==> config.mk <==
export PLATFORM = sky130hd
export DESIGN_NAME = line_sensor_position_error_core_flat
export DESIGN_NICKNAME = d
export VERILOG_FILES = /design/src/hw/rtl/lsp_pkg.sv /design/src/hw/rtl/lsp_if.sv /design/src/hw/rtl/lsp_cfg_regs.sv /design/src/hw/rtl/lsp_offset_detect.sv /design/src/hw/rtl/lsp_result_stage.sv /design/src/hw/rtl/line_sensor_position_error_core.sv /design/src/flat_wrapper.sv
export SDC_FILE = /design/constraint.sdc
export NUM_CORES = 1
export LEC_CHECK = 0
export ABC_CLOCK_PERIOD_IN_PS = 8250
export BUFFER_PORTS_ARGS = -buffer_cell sky130_fd_sc_hd__buf_2
export CAP_MARGIN = 15
export CORE_MARGIN = 10
export CORE_UTILIZATION = 42
export CTS_BUF_LIST = sky130_fd_sc_hd__clkbuf_4
export DETAILED_ROUTE_END_ITERATION = 8
export PLACE_DENSITY = 0.69
export REMOVE_ABC_BUFFERS = 1
export SYNTH_ARGS = -nofsm -noshare
export SYNTH_HDL_FRONTEND = slang
export SYNTH_SLANG_ARGS = --single-unit
==> constraint.sdc <==
create_clock -name clk_i -period 8.25 [get_ports clk_i]
set_clock_uncertainty 0.15 [all_clocks]
set_input_delay 0.825 -clock clk_i [delete_from_list [all_inputs] [get_ports clk_i]]
set_output_delay 0.825 -clock clk_i [all_outputs]
set_load 0.02 [all_outputs]
==> src/hw/rtl/lsp_pkg.sv <==
`timescale 1ns / 1ps

package lsp_pkg;

  localparam int NUM_SENSORS   = 5;
  localparam int MID_SENSOR    = 2;
  localparam int THR_BITS      = 10;
  localparam int GAIN_BITS     = 8;
  localparam int MASK_BITS     = 5;
  localparam int ERR_BITS      = 6;
  localparam int DRIVE_BITS    = 13;
  localparam int CFG_IDX_BITS  = 2;
  localparam int CFG_DATA_BITS = 10;

  localparam logic [THR_BITS-1:0]  THRESHOLD_RESET = 10'd512;
  localparam logic [GAIN_BITS-1:0] GAIN_RESET      = 8'd1;

  // register indexes on the configuration channel
  localparam logic [CFG_IDX_BITS-1:0] CFG_THRESHOLD = 2'd0;
  localparam logic [CFG_IDX_BITS-1:0] CFG_GAIN      = 2'd1;

  // frame opcodes
  localparam logic OP_RUN       = 1'b0;
  localparam logic OP_CALIBRATE = 1'b1;

  // control that moves with the frame register into the two datapath parts
  typedef struct packed {
    logic advance;
    logic calibrate;
  } stage_ctl_t;

  // mask to position error, unlisted masks give zero
  function automatic logic signed [ERR_BITS-1:0] pos_error(input logic [MASK_BITS-1:0] mask);
    logic signed [ERR_BITS-1:0] err;
    case (mask)
      5'd16:   err = -6'sd16;
      5'd24:   err = -6'sd9;
      5'd8:    err = -6'sd4;
      5'd12:   err = -6'sd1;
      5'd4:    err = 6'sd0;
      5'd6:    err = 6'sd1;
      5'd2:    err = 6'sd4;
      5'd3:    err = 6'sd9;
      5'd1:    err = 6'sd16;
      default: err = 6'sd0;
    endcase
    return err;
  endfunction

endpackage

==> src/hw/rtl/lsp_if.sv <==
`timescale 1ns / 1ps

interface lsp_frame_if #(
  parameter int SAMPLE_BITS = 10
);
  logic                   valid;
  logic                   ready;
  logic                   opcode;
  logic [SAMPLE_BITS-1:0] sample_zero;
  logic [SAMPLE_BITS-1:0] sample_one;
  logic [SAMPLE_BITS-1:0] sample_two;
  logic [SAMPLE_BITS-1:0] sample_three;
  logic [SAMPLE_BITS-1:0] sample_four;

  modport source (
    output valid, opcode, sample_zero, sample_one, sample_two, sample_three, sample_four,
    input  ready
  );
  modport sink (
    input  valid, opcode, sample_zero, sample_one, sample_two, sample_three, sample_four,
    output ready
  );
endinterface

interface lsp_result_if;
  logic                                 valid;
  logic                                 ready;
  logic        [lsp_pkg::MASK_BITS-1:0]  detect_mask;
  logic signed [lsp_pkg::ERR_BITS-1:0]   position_error;
  logic signed [lsp_pkg::DRIVE_BITS-1:0] drive;

  modport source (output valid, detect_mask, position_error, drive, input ready);
  modport sink   (input valid, detect_mask, position_error, drive, output ready);
endinterface

interface lsp_cfg_if;
  logic                               valid;
  logic                               ready;
  logic [lsp_pkg::CFG_IDX_BITS-1:0]   index;
  logic [lsp_pkg::CFG_DATA_BITS-1:0]  data;

  modport source (output valid, index, data, input ready);
  modport sink   (input valid, index, data, output ready);
endinterface

==> src/hw/rtl/lsp_cfg_regs.sv <==
`timescale 1ns / 1ps

module lsp_cfg_regs (
  input  logic                            clk_i,
  input  logic                            rst_ni,
  lsp_cfg_if.sink                         cfg,
  output logic [lsp_pkg::THR_BITS-1:0]    threshold_o,
  output logic [lsp_pkg::GAIN_BITS-1:0]   gain_o
);
  import lsp_pkg::*;

  logic [THR_BITS-1:0]  threshold_q;
  logic [GAIN_BITS-1:0] gain_q;

  assign cfg.ready = 1'b1;

  // writes to indexes beyond the register list are dropped
  always_ff @(posedge clk_i or negedge rst_ni) begin
    if (!rst_ni) begin
      threshold_q <= THRESHOLD_RESET;
      gain_q      <= GAIN_RESET;
    end else if (cfg.valid) begin
      case (cfg.index)
        CFG_THRESHOLD: threshold_q <= cfg.data[THR_BITS-1:0];
        CFG_GAIN:      gain_q      <= cfg.data[GAIN_BITS-1:0];
        default:       ;
      endcase
    end
  end

  assign threshold_o = threshold_q;
  assign gain_o      = gain_q;

endmodule

==> src/hw/rtl/lsp_offset_detect.sv <==
`timescale 1ns / 1ps

module lsp_offset_detect #(
  parameter int SAMPLE_BITS = 10
) (
  input  logic                          clk_i,
  input  logic                          rst_ni,
  input  lsp_pkg::stage_ctl_t           ctl_i,
  input  logic [SAMPLE_BITS-1:0]        samples_i [lsp_pkg::NUM_SENSORS],
  input  logic [lsp_pkg::THR_BITS-1:0]  threshold_i,
  output logic [lsp_pkg::MASK_BITS-1:0] mask_o
);
  import lsp_pkg::*;

  localparam int OFS_BITS  = SAMPLE_BITS + 1;
  // wide enough for sample plus offset and for the zero-extended threshold
  localparam int NORM_BITS = (SAMPLE_BITS + 2 > THR_BITS + 1) ? SAMPLE_BITS + 2 : THR_BITS + 1;

  logic [OFS_BITS-1:0]  offset_q [NUM_SENSORS];
  logic [OFS_BITS-1:0]  offset_d [NUM_SENSORS];
  logic [NORM_BITS-1:0] norm     [NUM_SENSORS];
  logic [NORM_BITS-1:0] thr_ext;
  logic                 cal_write;

  assign cal_write = ctl_i.advance && ctl_i.calibrate;
  assign thr_ext   = {{(NORM_BITS-THR_BITS){1'b0}}, threshold_i};

  always_comb begin
    for (int i = 0; i < NUM_SENSORS; i++) begin
      offset_d[i] = {1'b0, samples_i[MID_SENSOR]} - {1'b0, samples_i[i]};
      norm[i]     = {{(NORM_BITS-SAMPLE_BITS){1'b0}}, samples_i[i]}
                  + {{(NORM_BITS-OFS_BITS){offset_q[i][OFS_BITS-1]}}, offset_q[i]};
      mask_o[i]   = $signed(norm[i]) > $signed(thr_ext);
    end
  end

  always_ff @(posedge clk_i or negedge rst_ni) begin
    if (!rst_ni) begin
      for (int i = 0; i < NUM_SENSORS; i++) begin
        offset_q[i] <= '0;
      end
    end else if (cal_write) begin
      for (int i = 0; i < NUM_SENSORS; i++) begin
        offset_q[i] <= offset_d[i];
      end
    end
  end

endmodule

==> src/hw/rtl/lsp_result_stage.sv <==
`timescale 1ns / 1ps

module lsp_result_stage (
  input  logic                          clk_i,
  input  logic                          rst_ni,
  input  lsp_pkg::stage_ctl_t           ctl_i,
  input  logic [lsp_pkg::MASK_BITS-1:0] mask_i,
  input  logic [lsp_pkg::GAIN_BITS-1:0] gain_i,
  lsp_result_if.source                  result
);
  import lsp_pkg::*;

  localparam int PROD_BITS = GAIN_BITS + 1 + ERR_BITS;

  logic                         load;
  logic signed [ERR_BITS-1:0]   err;
  logic signed [PROD_BITS-1:0]  gain_s;
  logic signed [PROD_BITS-1:0]  err_s;
  logic signed [PROD_BITS-1:0]  prod;

  logic                         valid_q;
  logic        [MASK_BITS-1:0]  mask_q;
  logic signed [ERR_BITS-1:0]   err_q;
  logic signed [DRIVE_BITS-1:0] drive_q;

  assign load   = ctl_i.advance && !ctl_i.calibrate;
  assign err    = pos_error(mask_i);
  assign gain_s = $signed({{(PROD_BITS-GAIN_BITS){1'b0}}, gain_i});
  assign err_s  = $signed({{(PROD_BITS-ERR_BITS){err[ERR_BITS-1]}}, err});
  assign prod   = gain_s * err_s;

  always_ff @(posedge clk_i or negedge rst_ni) begin
    if (!rst_ni) begin
      valid_q <= 1'b0;
    end else if (load) begin
      valid_q <= 1'b1;
    end else if (result.ready) begin
      valid_q <= 1'b0;
    end
  end

  always_ff @(posedge clk_i) begin
    if (load) begin
      mask_q  <= mask_i;
      err_q   <= err;
      drive_q <= prod[DRIVE_BITS-1:0];
    end
  end

  assign result.valid          = valid_q;
  assign result.detect_mask    = mask_q;
  assign result.position_error = err_q;
  assign result.drive          = drive_q;

endmodule

==> src/hw/rtl/line_sensor_position_error_core.sv <==
`timescale 1ns / 1ps

// Line-sensor position error core. Takes one frame per clock cycle while results are
// taken: a frame is captured in the input register, then normalized, thresholded and
// table-mapped, and its result (detect mask, position error, gain times error) is
// loaded into the output register once that register is empty or being drained.
// A calibrate frame updates the five sensor offsets when it leaves the input
// register and produces no result. The offset store, threshold (512) and gain (1)
// are set by reset. Throughput is one frame per cycle while the result side takes
// one per cycle; a stalled result holds the output register and one more frame may
// wait in the input register.

module line_sensor_position_error_core #(
  parameter int SAMPLE_BITS = 10
) (
  input  logic          clk_i,
  input  logic          rst_ni,
  lsp_frame_if.sink     frame,
  lsp_result_if.source  result,
  lsp_cfg_if.sink       cfg
);
  import lsp_pkg::*;

  logic                   s1_valid_q;
  logic                   s1_op_q;
  logic [SAMPLE_BITS-1:0] s1_samp_q [NUM_SENSORS];

  stage_ctl_t             ctl;
  logic                   out_free;
  logic                   in_xfer;
  logic [THR_BITS-1:0]    threshold;
  logic [GAIN_BITS-1:0]   gain;
  logic [MASK_BITS-1:0]   mask;

  // output register can take a new result when empty or being drained
  assign out_free      = !result.valid || result.ready;
  assign ctl.advance   = s1_valid_q && out_free;
  assign ctl.calibrate = (s1_op_q == OP_CALIBRATE);
  assign frame.ready   = !s1_valid_q || ctl.advance;
  assign in_xfer       = frame.valid && frame.ready;

  always_ff @(posedge clk_i or negedge rst_ni) begin
    if (!rst_ni) begin
      s1_valid_q <= 1'b0;
    end else if (frame.ready) begin
      s1_valid_q <= frame.valid;
    end
  end

  always_ff @(posedge clk_i) begin
    if (in_xfer) begin
      s1_op_q      <= frame.opcode;
      s1_samp_q[0] <= frame.sample_zero;
      s1_samp_q[1] <= frame.sample_one;
      s1_samp_q[2] <= frame.sample_two;
      s1_samp_q[3] <= frame.sample_three;
      s1_samp_q[4] <= frame.sample_four;
    end
  end

  lsp_cfg_regs u_cfg (
    .clk_i       (clk_i),
    .rst_ni      (rst_ni),
    .cfg         (cfg),
    .threshold_o (threshold),
    .gain_o      (gain)
  );

  lsp_offset_detect #(
    .SAMPLE_BITS (SAMPLE_BITS)
  ) u_detect (
    .clk_i       (clk_i),
    .rst_ni      (rst_ni),
    .ctl_i       (ctl),
    .samples_i   (s1_samp_q),
    .threshold_i (threshold),
    .mask_o      (mask)
  );

  lsp_result_stage u_result (
    .clk_i  (clk_i),
    .rst_ni (rst_ni),
    .ctl_i  (ctl),
    .mask_i (mask),
    .gain_i (gain),
    .result (result)
  );

  // a run frame leaving the input register always lands in the output register
  a_run_loads: assert property (@(posedge clk_i) disable iff (!rst_ni)
    (ctl.advance && s1_op_q == OP_RUN) |=> result.valid)
    else $error("run frame did not produce a result");

  // a calibrate frame never produces a result
  a_cal_silent: assert property (@(posedge clk_i) disable iff (!rst_ni)
    (ctl.advance && s1_op_q == OP_CALIBRATE && result.ready) |=> !result.valid)
    else $error("calibrate frame produced a result");

  a_err_range: assert property (@(posedge clk_i) disable iff (!rst_ni)
    result.valid |-> (result.position_error <= 6'sd16 && result.position_error >= -6'sd16))
    else $error("position error out of range");

  a_empty_mask: assert property (@(posedge clk_i) disable iff (!rst_ni)
    (result.valid && result.detect_mask == '0) |->
      (result.position_error == '0 && result.drive == '0))
    else $error("empty mask with nonzero error");

endmodule

==> src/flat_wrapper.sv <==
// flat-port wrapper written by rule: the top's interface ports become plain ports
module line_sensor_position_error_core_flat import lsp_pkg::*;
#(
  parameter int SAMPLE_BITS = 10
)
  (clk_i, rst_ni, frame_valid, frame_opcode, frame_sample_zero, frame_sample_one, frame_sample_two, frame_sample_three, frame_sample_four, frame_ready, result_valid, result_detect_mask, result_position_error, result_drive, result_ready, cfg_valid, cfg_index, cfg_data, cfg_ready);
  lsp_frame_if #(.SAMPLE_BITS(SAMPLE_BITS)) frame_i ();
  lsp_result_if result_i ();
  lsp_cfg_if cfg_i ();
  input  logic clk_i;
  input  logic rst_ni;
  input wire logic [$bits(frame_i.valid)-1:0] frame_valid;
  input wire logic [$bits(frame_i.opcode)-1:0] frame_opcode;
  input wire logic [$bits(frame_i.sample_zero)-1:0] frame_sample_zero;
  input wire logic [$bits(frame_i.sample_one)-1:0] frame_sample_one;
  input wire logic [$bits(frame_i.sample_two)-1:0] frame_sample_two;
  input wire logic [$bits(frame_i.sample_three)-1:0] frame_sample_three;
  input wire logic [$bits(frame_i.sample_four)-1:0] frame_sample_four;
  output wire logic [$bits(frame_i.ready)-1:0] frame_ready;
  output wire logic [$bits(result_i.valid)-1:0] result_valid;
  output wire logic [$bits(result_i.detect_mask)-1:0] result_detect_mask;
  output wire logic [$bits(result_i.position_error)-1:0] result_position_error;
  output wire logic [$bits(result_i.drive)-1:0] result_drive;
  input wire logic [$bits(result_i.ready)-1:0] result_ready;
  input wire logic [$bits(cfg_i.valid)-1:0] cfg_valid;
  input wire logic [$bits(cfg_i.index)-1:0] cfg_index;
  input wire logic [$bits(cfg_i.data)-1:0] cfg_data;
  output wire logic [$bits(cfg_i.ready)-1:0] cfg_ready;
  assign frame_i.valid = frame_valid;
  assign frame_i.opcode = frame_opcode;
  assign frame_i.sample_zero = frame_sample_zero;
  assign frame_i.sample_one = frame_sample_one;
  assign frame_i.sample_two = frame_sample_two;
  assign frame_i.sample_three = frame_sample_three;
  assign frame_i.sample_four = frame_sample_four;
  assign frame_ready = frame_i.ready;
  assign result_valid = result_i.valid;
  assign result_detect_mask = result_i.detect_mask;
  assign result_position_error = result_i.position_error;
  assign result_drive = result_i.drive;
  assign result_i.ready = result_ready;
  assign cfg_i.valid = cfg_valid;
  assign cfg_i.index = cfg_index;
  assign cfg_i.data = cfg_data;
  assign cfg_ready = cfg_i.ready;
  line_sensor_position_error_core #(.SAMPLE_BITS(SAMPLE_BITS)) u_core (.clk_i(clk_i), .rst_ni(rst_ni), .frame(frame_i), .result(result_i), .cfg(cfg_i));
endmodule
Word level (Yosys, flattened, before mapping)
Memory sizes are Yosys's and may differ from the RTL's.
Index checks and enable logic that the tools add are counted.

word-level totals
  register bits after elaboration = 150
  memory bits (read-only) = 192
  input bits = 68
  output and inout bits = 27
  word-level logic and storage cells = 51
  memories = 1

memories
  memory            depth  width  rd ports  clocked after memory_dff  wr ports  line           source
  (name not given)  32     6      1         0                         0         lsp_pkg.sv:35  case (mask)

operators by class
  add/subtract/negate cells = 10
  multiply operators = 1
  magnitude comparators = 5
  equality and inequality tests = 1
  multiplexer cells = 2
  reduce and logical (&&, ||, !) cells = 13

operators by type and width
  cell                                                             number
  11-bit by 11-bit adder with 12-bit output                        5
  12-bit by 11-bit greater-than comparator with 1-bit output       5
  10-bit by 10-bit subtractor with 11-bit output                   5
  9-bit by 6-bit multiplier with 13-bit output                     1
  1-bit logical AND                                                4
  2-bit AND reduction                                              2
  1-bit zero test                                                  3
  2-bit by 1-bit == test with 1-bit output, second input constant  1
  2-bit zero test                                                  1
  1-bit logical OR                                                 2
  1-bit two-way mux                                                2
  2-bit nonzero test                                               1

Logic depth before layout (Yosys ltp)
  depth in word-level cells = 5
  depth in mapped cells = 37
  mapped depth without buffers = 36

By module
A second synthesis with hierarchy kept.

second synthesis, totals
  cells, all modules = 1039
  area, all modules = 10860.4 µm²

by module, submodules not included
  module                           times used  cells each  area each (µm²)  sequential area each (µm²)
  lsp_offset_detect                1           741         6170.9           1101.1
  lsp_result_stage                 1           200         2376.0           745.7
  line_sensor_position_error_core  1           57          1602.8           1556.5
  lsp_cfg_regs                     1           41          710.7            452.9

Worst setup path before layout
OpenSTA, ideal clock, no wires.

  kind = reg-to-reg
  start point = register u_core.s1_samp_q[31] in the netlist's numbering
  end point = register u_core.u_result.drive_q[12] (netlist: u_core.u_result.result.drive[12]), data pin
  library setup time = 266 ps
  arrival = 7779 ps
  data required time = 7834 ps
  setup slack = 55 ps
  stages on the path, launching flop included = 37
  path buffers = 2
  period minus slack after synthesis = 8195 ps
  cell sequence = edfxtp_1 -> ha_1 -> a211oi_1 -> nor2_1 -> o41a_1 -> a21oi_1 -> o21bai_1 -> a21oi_1 -> xnor2_1 -> ha_1 -> a211oi_1 -> o21ai_1 -> nand2b_1 -> o311ai_1 -> o221a_1 -> and2_4 -> buf_6 -> or4_4 -> and2_4 -> buf_6 -> or3b_1 -> fa_1 -> fa_1 -> inv_1 -> fa_1 -> inv_1 -> fa_1 -> fa_1 -> inv_1 -> a21oi_1 -> o21ai_0 -> a21oi_1 -> nor2_1 -> nor2_1 -> o21ai_0 -> xnor2_1 -> xor2_1

on the way
  word-level cells in the longest chain between the ends = 4

RTL lines
  what                                                        line                                   source
  start: declaration                                          line_sensor_position_error_core.sv:26  logic [SAMPLE_BITS-1:0] s1_samp_q [NUM_SENSORS];
  11-bit by 11-bit adder with 12-bit output                   lsp_offset_detect.sv:32                + {{(NORM_BITS-OFS_BITS){offset_q[i][OFS_BITS-1]}}, offset_q[i]};
  12-bit by 11-bit greater-than comparator with 1-bit output  lsp_offset_detect.sv:33                mask_o[i] = $signed(norm[i]) > $signed(thr_ext);
  memory 32 x 6 bit                                           n/a
  9-bit by 6-bit multiplier with 13-bit output                lsp_result_stage.sv:30                 assign prod = gain_s * err_s;
  via u_core.u_result.prod[12]                                lsp_result_stage.sv:19                 logic signed [PROD_BITS-1:0] prod;
  end signal: assignment                                      lsp_result_stage.sv:46                 drive_q <= prod[DRIVE_BITS-1:0];
  end: declaration                                            lsp_result_stage.sv:24                 logic signed [DRIVE_BITS-1:0] drive_q;

The timed path passes the listed nets, and every way through them passes these cells.
A chain may end at the register's enable or synchronous reset.

Final worst setup path
Ends and elaborated chain as after synthesis.

==> impl_metrics.csv <==
group,metric,value,unit
clock_network,clk_path_buf_depth,2,
power,vdd_drop_max,273.8,uV
timing,rsz0062_at_grt,"true",
clock_network,hold_buffers,0,
drt,dr.pass1.iters,5,
place,dp_hpwl,18.75,mm
clock_network,cts_tree,"done",
drt,drtIter0Drc,384,
setup_path,endpoint_kind,"flop",
yosys,avgSynthCellArea,10.27,sq um
timing,slew_headroom,40.32,%
timing,finalHoldViolations,0,
global_routing,track_usage,15.45,%
global_routing,grt_pass1_wl,39.05,mm
yosys,yosysUniqueCellTypes,71,
timing,post-route-period-util,98.16,%
setup_path,slowest_delay,540,ps
global_routing,grt_overflow,0,
drt,remaining_drc_errors,0,
power,p_per_area,363.1,mW/mm^2
yosys,yosysSeqAreaShare,36.22,%
setup_path,worstSetupPathType,"flop to flop",
yosys,async_reset_ff_share,46.04,%
cells_and_area,utilization,48.79,%
cells_and_area,drive_above_1_share,19.52,%
clock_network,clkLatencyLatePin,600,ps
timing,fmax,0.1235,GHz
floorplanning,rows,58,
yosys,synth_cells,1037,
cells_and_area,design_area,0.01222,sq mm
yosys,yosysWarnings,0,
yosys,synth_area,0.01065,sq mm
floorplanning,io_pins,95,
worst_hold_path,hold_path_depth,1,
worst_hold_path,hold_end,"u_core.s1_samp_q[13]",
place,port_buffers,93,
setup_path,cp.arrival,8290,ps
yosys,synth_common_cells,"ha_1, inv_1, nand2_1, edfxtp_1, o21ai_0",
place,gp_congestion,0.8550,
floorplanning,die_height,179.2,um
timing,fin_crit,8098,ps
timing,tightest_slew,895.2,ps
drt,routed_wl,24.71,mm
drt,vias_per_cell,5.277,
clock_network,clk_pin_slew,160,ps
setup_path,worst_setup_path_start_kind,"flop",
floorplanning,die_w,179.2,um
clock_network,cts_made_buffers,17,
yosys,synth-main-ff-cell,"edfxtp_1",
power,p_leak,5.742,nW
setup_path,crit_required,8440,ps
cells_and_area,nets,1424,
yosys,ys_seq_elements,139,
cells_and_area,seq_area,0.003856,sq mm
timing,slew_viol_final,0,
timing,setup_viol,0,
yosys,synth.most_common_cell,"ha_1",
setup_path,slowest_stage,"or4_4",
setup_path,r2r-end,"u_core.u_result.result.drive[12]",
floorplanning,coreArea,0.02504,sq mm
run_status,status,"complete, no violations",
worst_hold_path,min_path_type,"primary input to flop",
yosys,synth-edff-count,75,
place,place_area,0.01161,sq mm
drt,postRouteAntennaNets,0,
yosys,synth_top_area_share,21.15,%
drt,wl_per_cell,16.38,um
global_routing,grt_max_degree,67,
clock_network,clock_sinks,139,
clock_network,htree_num_levels,4,
global_routing,grt_pass1_vias,8098,
cells_and_area,syn2layout_area_growth,14.74,%
worst_hold_path,hp-start,"frame_sample_three[3]",
yosys,synth_area_leaders,"edfxtp_1, ha_1, dfrtp_1",
cells_and_area,fillers,2321,
drt,vias,7963,
job,drv_cap,0,
global_routing,antenna_found_initial,1,
floorplanning,dieArea,0.03212,sq mm
setup_path,r2r_cells,33,
cells_and_area,multi_input_area,0.006481,sq mm
setup_path,rr_startpoint,"u_core.s1_samp_q[31]",
setup_path,r2r_setup_slack,150,ps
floorplanning,initial_utilization,42.52,%
setup_path,path_max_fanout,6,
yosys,synth_top_area_cell,"edfxtp_1",
timing,hold_slack,235.7,ps
clock_network,clock-root-buffer,"clkbuf_4",
## metrics by stage
| step | worst slack [ps] | instances | total power [mW] | TNS, ps |
|---|---|---|---|---|
| after global routing | -214.3 | 1509 | 4.877 | -396.0 |
| after global placement | 76.93 | 1459 | 3.621 | 0 |
| final | 152.0 | 1509 | 4.435 | 0 |
| after CTS | 22.02 | 1494 | 4.242 | 0 |
| after detailed placement | -181.5 | 1459 | 3.718 | -268.0 |
| after floorplan | 234.7 | 1013 | 3.031 | 0 |
## state kept, by name (all words and copies together) (netlist names)
signal and flops:
u_core.s1_op_q 1, u_core.s1_samp_q 50, u_core.s1_valid_q 1, u_core.u_cfg.gain_o 8
u_core.u_cfg.threshold_o 10, u_core.u_detect.offset_q 44, u_core.u_result.result.detect_mask 5, u_core.u_result.result.drive 13
u_core.u_result.result.position_error 6, u_core.u_result.result.valid 1
## routing by layer
layer	vias up	track usage, %	share of wire [%]
met3	39	2.970	5.4
met1	3801	19.12	44
li1	3947	-	-
met2	176	26.12	48
met4	0	5.876	2.6
met5	-	0	0
## area by class of cell
type	count	share of cell area, %
diodes	1	0.02049
clock buffers	17	1.045
clock inverters	15	1.373
inverters	107	3.288
multi-input cells	767	53.06
flip-flops and latches	139	31.57
well taps	330	3.380
repair buffers	133	6.269
## power by group
| group | total [mW] | switching (mW) | internal [mW] |
|---|---|---|---|
| logic | 2.91 | 1.60 | 1.31 |
| clock network | 0.472 | 0.306 | 0.166 |
| registers | 1.06 | 0.0967 | 0.958 |
## what timing repair did
item	4_1_cts	5_1_grt
gates cloned	0	0
pin swaps	2	43
resized for setup	4	37
setup buffers	3	14
endpoints found under the setup margin	2	4
## how the worst max path moves through the flow
stage	end	start	cells past startpoint	slack, ps
after floorplan	u_core.u_result.result.drive[12]	u_core.s1_samp_q[31]	34	230
after global placement	u_core.u_result.result.drive[12]	u_core.u_detect.offset_q[12]	34	80
after detailed placement	u_core.u_result.result.drive[12]	u_core.u_detect.offset_q[12]	34	-180
after CTS	u_core.u_result.result.drive[11]	u_core.s1_samp_q[30]	33	20
after global routing	u_core.u_result.result.drive[11]	u_core.s1_samp_q[31]	32	-210
final	u_core.u_result.result.drive[12]	u_core.s1_samp_q[31]	33	150
## cells by family (layout without fill, tap and decap cells)
kind of cell	count (synthesis)	in the layout	synth area share, %
AOI/OAI and AO/OA	246	246	15.37
xor gates and xnor gates	69	69	5.676
adders and majority gates	191	191	24.77
buffers and inverters	131	272	4.795
DFF	139	139	36.22
muxes	10	10	1.046
other	1	2	0.03522
and+or+nand+nor	250	250	12.08
## worst max-delay path, delay by kind of cell, from the launching register on
| kind | cells | cell delay (ps) |
|---|---|---|
| xor+xnor | 3 | 350 |
| buf+inv | 3 | 150 |
| flops | 1 | 460 |
| simple gates | 7 | 1540 |
| compound gates | 13 | 2270 |
| fa+ha+maj | 7 | 2920 |
## cell usage in the layout, fill, tap and decap left out, types with 19 or more instances in the layout
cell	n
nor2b_1	19
edfxtp_1	75
o21ai_0	68
xnor2_1	52
fa_1	29
buf_4	40
ha_1	150
a21o_1	39
nand2_1	88
dfrtp_1	62
nor2_1	34
a21oi_1	33
inv_1	103
buf_2	93
Power figures use the tool's default switching activity.
